--- src/hdl/mmn_pkg.sv ---
package mmn_pkg;

  // Default geometry and sample format
  localparam int MAX_WIDTH_DEF   = 256;
  localparam int MAX_HEIGHT_DEF  = 256;
  localparam int SAMPLE_BITS_DEF = 24;

  // Configuration port
  localparam int CFG_IDX_W  = 2;
  localparam int CFG_DATA_W = 9;
  localparam logic [CFG_IDX_W-1:0] CFG_IDX_WIDTH  = 2'd0;
  localparam logic [CFG_IDX_W-1:0] CFG_IDX_HEIGHT = 2'd1;
  localparam logic [CFG_DATA_W-1:0] CFG_SIZE_RST  = 9'd256;

  // Input function codes
  localparam logic FUNC_LOAD = 1'b0;
  localparam logic FUNC_REQ  = 1'b1;

  // Output pixel: quotient of (off * 256) / span has 9 bits, saturated to 8
  localparam int PIX_W     = 8;
  localparam int QUO_W     = PIX_W + 1;
  localparam int DIV_STEPS = QUO_W;
  localparam int STEP_W    = $clog2(DIV_STEPS);
  localparam logic [PIX_W-1:0] PIX_SAT  = {PIX_W{1'b1}};
  localparam logic [PIX_W-1:0] PIX_ZERO = '0;

  typedef enum logic [1:0] {
    S_IDLE,
    S_READ,
    S_DIV,
    S_DONE
  } ctrl_state_t;

  // Controller -> datapath
  typedef struct packed {
    logic load;  // write sample, update extremes and load count
    logic rd;    // issue store read at read count
    logic prep;  // capture offset and span, start divider
    logic step;  // one restoring-divider step
    logic emit;  // load output register, advance readout
  } mmn_cmd_t;

  // Datapath -> controller
  typedef struct packed {
    logic readout;   // frame loaded, readout phase
    logic div_last;  // final divider step in progress
    logic out_free;  // output register can take a word this cycle
  } mmn_stat_t;

endpackage

--- src/hdl/mmn_ctrl.sv ---
module mmn_ctrl (
  input  logic                clk,
  input  logic                rst_n,
  input  logic                in_valid,
  input  logic                in_func,
  input  mmn_pkg::mmn_stat_t  stat,
  output logic                in_ready,
  output mmn_pkg::mmn_cmd_t   cmd
);
  import mmn_pkg::*;

  ctrl_state_t state_r, state_nxt;
  logic        accept;

  assign accept = in_valid && (state_r == S_IDLE);

  // next state
  always_comb begin
    state_nxt = state_r;
    case (state_r)
      S_IDLE: begin
        if (accept && stat.readout && (in_func == FUNC_REQ)) begin
          state_nxt = S_READ;
        end
      end
      S_READ: begin
        state_nxt = S_DIV;
      end
      S_DIV: begin
        if (stat.div_last) begin
          state_nxt = S_DONE;
        end
      end
      S_DONE: begin
        if (stat.out_free) begin
          state_nxt = S_IDLE;
        end
      end
      default: begin
        state_nxt = S_IDLE;
      end
    endcase
  end

  // outputs
  always_comb begin
    in_ready = 1'b0;
    cmd      = '0;
    case (state_r)
      S_IDLE: begin
        in_ready = 1'b1;
        cmd.load = accept && !stat.readout && (in_func == FUNC_LOAD);
        cmd.rd   = accept && stat.readout && (in_func == FUNC_REQ);
      end
      S_READ: begin
        cmd.prep = 1'b1;
      end
      S_DIV: begin
        cmd.step = 1'b1;
      end
      S_DONE: begin
        cmd.emit = stat.out_free;
      end
      default: begin
        in_ready = 1'b0;
      end
    endcase
  end

  always_ff @(posedge clk) begin
    if (!rst_n) begin
      state_r <= S_IDLE;
    end else begin
      state_r <= state_nxt;
    end
  end

endmodule

--- config.mk ---
export PLATFORM = sky130hd
export DESIGN_NAME = mmn_ctrl
export DESIGN_NICKNAME = d
export VERILOG_FILES = /design/src/hdl/mmn_pkg.sv /design/src/hdl/mmn_ctrl.sv
export SDC_FILE = /design/constraint.sdc
export NUM_CORES = 1
export LEC_CHECK = 0
export ABC_AREA = 0
export BUFFER_PORTS_ARGS = -buffer_cell sky130_fd_sc_hd__buf_4
export CAP_MARGIN = 20
export CORE_AREA = 8 8 45 47
export CTS_CLUSTER_SIZE = 40
export DETAILED_ROUTE_END_ITERATION = 7
export DIE_AREA = 0 0 53 55
export GPL_TIMING_DRIVEN = 0
export PLACE_DENSITY = 0.33
export SETUP_SLACK_MARGIN = 0.4
export SYNTH_ARGS = -nofsm -noshare
export SYNTH_HDL_FRONTEND = slang
export SYNTH_SLANG_ARGS = --single-unit
--- constraint.sdc ---
create_clock -name clk -period 1.6 [get_ports clk]
set_clock_uncertainty 0.05 [all_clocks]
set_input_delay 0.24 -clock clk [delete_from_list [all_inputs] [get_ports clk]]
set_output_delay 0.24 -clock clk [all_outputs]
set_load 0.05 [all_outputs]
; ---- Word level (Yosys, flattened, before mapping)
; Index checks and enable logic that the tools add are counted.
[word_totals]
regBits = 2
output_inout_bits = 6
wordCells = 25
[op_classes]
n_eq_ne = 6
muxes = 9
bitwise = 1
reduce_logical = 8
[ops]
columns = operator, n
row1 = 2-bit 2-to-1 mux, 4
row2 = 2-bit one-hot mux with 4 select lines, 1
row3 = 1-bit logical AND, 5
row4 = "2-bit == test, second input constant", 2
row5 = 1-bit 2-to-1 mux, 4
row6 = "2-bit inequality test, second input constant", 2
row7 = 3-bit AND reduction, 1
row8 = "2-bit by 1-bit == test with 1-bit output, second input constant", 1
row9 = 2-bit logical NOT, 1
row10 = "2-bit by 1-bit inequality test with 1-bit output, second input constant", 1
row11 = 1-bit logical NOT, 1
row12 = 1-bit NOT, 1

; ---- Logic depth before layout (Yosys ltp)
[logic_depth]
word_depth = 6
depth_mapped = 4

; ---- Worst setup path before layout
; No wires, ideal clock.
[synth_path]
path_kind = flip-flop to output port
start = register state_r[0]
end = output cmd[4] (netlist name)
arrival_ns = 2.114
t_required_ns = 1.310
path_slack_ns = -0.804
stages_incl_launch_ff = 5
path_cell_list = dfxtp_1 inv_1 ha_1 nand2_1 nor3_1
[synth_lines]
columns = item, line_no
row1 = from (decl), mmn_ctrl.sv:12  ; ctrl_state_t state_r, state_nxt;
row2 = from (signal assigned), mmn_ctrl.sv:74  ; state_r <= state_nxt;
row3 = to (decl), mmn_ctrl.sv:8  ; output mmn_pkg::mmn_cmd_t cmd

==> reports/results.ini <==
[run_status]
outcome = finished, final reports clean

[timing]
period_needed_ps = 1420
slew_violations = 0
clock.fmax_mhz = 707
finalSetupTns_ps = 0
rsz0062_at_grt = true
setup_slack_ps = 185
final_hold_viol_count = 0
setup_viol = 0
tightest_slew_ps = 259
maxSlewHeadroom_pct = 82.7
period_share_pct = 88.4

[finish]
drive_above_1_share_pct = 70.0
diodes = 0
largest_register_ffs = 2
fin_nets = 53
n_fill_cell = 145
finish.utilization_pct = 32.1
regMostFlops = state_r
multi_input_area_um2 = 195
regArea_um2 = 47.5
reg_top3 = state_r: 2 flops
synthToLayoutAreaGrowth_pct = 141

[clocking]
ctsHoldBuffers = 0
clk_latency_ps = 220
htreeDepth = 1
cts-root-buf = clkbuf_4
cts_buffer_depth = 2
numCtsBuffers = 3
path_clk_slew_ps = 30
cts.sinks = 2
cts_tree = yes

[synthesis]
seq_area_frac_synth_pct = 21.8
syn_area_um2 = 184
async_flop_share_pct = 0
yosysWarnings = 0
synth_cells = 22
synth_top_area_share_pct = 27.2
synthTopCellsByArea = ha_1 (27%), dfxtp_1 (22%), a221oi_2 (8.2%)
synth.avg_cell_area_um2 = 8.36
yosys_most_used_dff = dfxtp_1
synth.net_count = 33
ys_seq_elements = 2
synthTopCellsByCount = ha_1 (4), nand2_1 (4), dfxtp_1 (2), inv_1 (2)
synth_edf_count = 0
yosys.area.top_type = ha_1
synth_cell_types = 14

[pwr]
p_comb_share_pct = 72.0
clkPwrFrac_pct = 14.2
vdd_drop_max_v = 0.000841
p_per_area_mw_per_mm2 = 1750
p_int_mw = 0.419
p_leak_nw = 0.188
finalPower_mw = 0.775
switching_power_mw = 0.356
switching_share_pct = 46.0
p_seq_share_pct = 13.8

[critical_path]
critical_path.max_stage_delay_ps = 350
crit_type = reg2out
cp_max_fo = 4
crit_buf_inv = 2
cp_top_family = flip-flops
critPathCaptureType = primary output
worstPathArrival_ps = 1130
cp.required_ps = 1310
slowest_stage = dfxtp_4
cp_cell_sequence = inv_4 > ha_4 > nand2_4 > nor3_4 > buf_6
r2r_start = state_r[0]
start_kind = flip-flop
crit_start = state_r[0]

[global_routing]
grt_max_degree = 5
grt_pass1_vias = 246
overflow = 0
grt_pass1_wl_um = 1000
grt_usage_pct = 5.02
antenna_found_initial = 0

[drt]
drc = 0
drt-total-wl_um = 589
first_pass_iters = 2
via_per_inst = 3.84
ant_nets = 0
wl_per_cell_um = 10.5
num_vias = 215
drt_iter0_drc = 2

[place]
portBuffers = 12
dp_hpwl_um = 498
place.gp.congestion = 0.635
pre_cts_slack_ps = 302

[die]
dieHeight_um = 55
start_util_pct = 13.3
std_cell_rows = 14
die_w_um = 53
die_area_mm2 = 0.00292
io_pins = 13
core_mm2 = 0.00138

[worst_hold_path]
hp-start = rst_n
hold_path.class = in2reg

[flow_run]
cap_viol_max_count = 0

-- layout make-up --
cell class              instances  share of cell area [%]
multi-input cells              17                    43.9
flip-flops and latches          2                    10.7
repair buffers                 15                    32.1
well taps                      16                    4.51
inverters                       3                    3.66
clock buffers                   3                    5.07
-- cell usage in the layout, fill, tap and decap left out, types with 2 or more instances in the layout --
| cell type | instances |
|---|---|
| buf_4 | 9 |
| buf_6 | 4 |
| nand2_1 | 3 |
| clkbuf_4 | 3 |
| inv_4 | 2 |
| ha_4 | 2 |
| ha_1 | 2 |
| buf_8 | 2 |
| dfxtp_4 | 2 |
-- kinds of logic (layout without fill, tap and decap cells) --
family | count (synthesis) | count (layout) | synth area share [%]
flip-flops | 2 | 2 | 21.8
adder cells (fa/ha/maj) | 4 | 4 | 27.2
AO/OA/AOI/OAI | 3 | 3 | 17.0
multiplexers | 1 | 1 | 5.44
buffers and inverters | 3 | 21 | 6.12
AND/OR/NAND/NOR | 9 | 9 | 22.4
-- metrics by stage --
| step | hold WS [ps] | cell area [um^2] | std cells |
|---|---|---|---|
| 5_1_grt | 247 | 444 | 56 |
| 3_5_place_dp | 438 | 338 | 50 |
| 3_3_place_gp | 433 | 338 | 50 |
| 4_1_cts | 232 | 429 | 56 |
| 2_1_floorplan | 328 | 228 | 22 |
| 6_report | 241 | 444 | 56 |
-- routing by layer --
metal  wire (um)  global-route usage, %
met3          39                   2.41
met2         342                   8.79
met5           0                      0
met4           0                   3.88
met1         206                   4.39
-- timing repair --
action / CTS / global route
gates resized for setup: 9 / 5
setup buffers: 3 / 0
endpoints found under the setup margin: 7 / 8
pin swaps: 4 / 2
-- power by group through the flow --
stage	clock (mW)	combinational [mW]	sequential (mW)
global route	0.128	0.604	0.111
detailed placement	0	0.442	0.0971
floorplan	0	0.350	0.0918
CTS	0.118	0.559	0.0964
finish	0.110	0.558	0.107
global placement	0	0.431	0.0971
-- worst min-delay path, delay by kind of cell --
kind	cells	cell delay, ps
buffers and inverters	1	120
AND/OR/NAND/NOR	1	60
multiplexers	1	60
-- path summary, 6_finish.rpt --
path	to	cells after the start	slack, ps
max	cmd[4]	5	180
min	state_r[1]	3	240
max reg2reg	state_r[1]	5	290
min reg2reg	state_r[0]	1	470
Note: power is estimated with default switching activity, not from simulation.
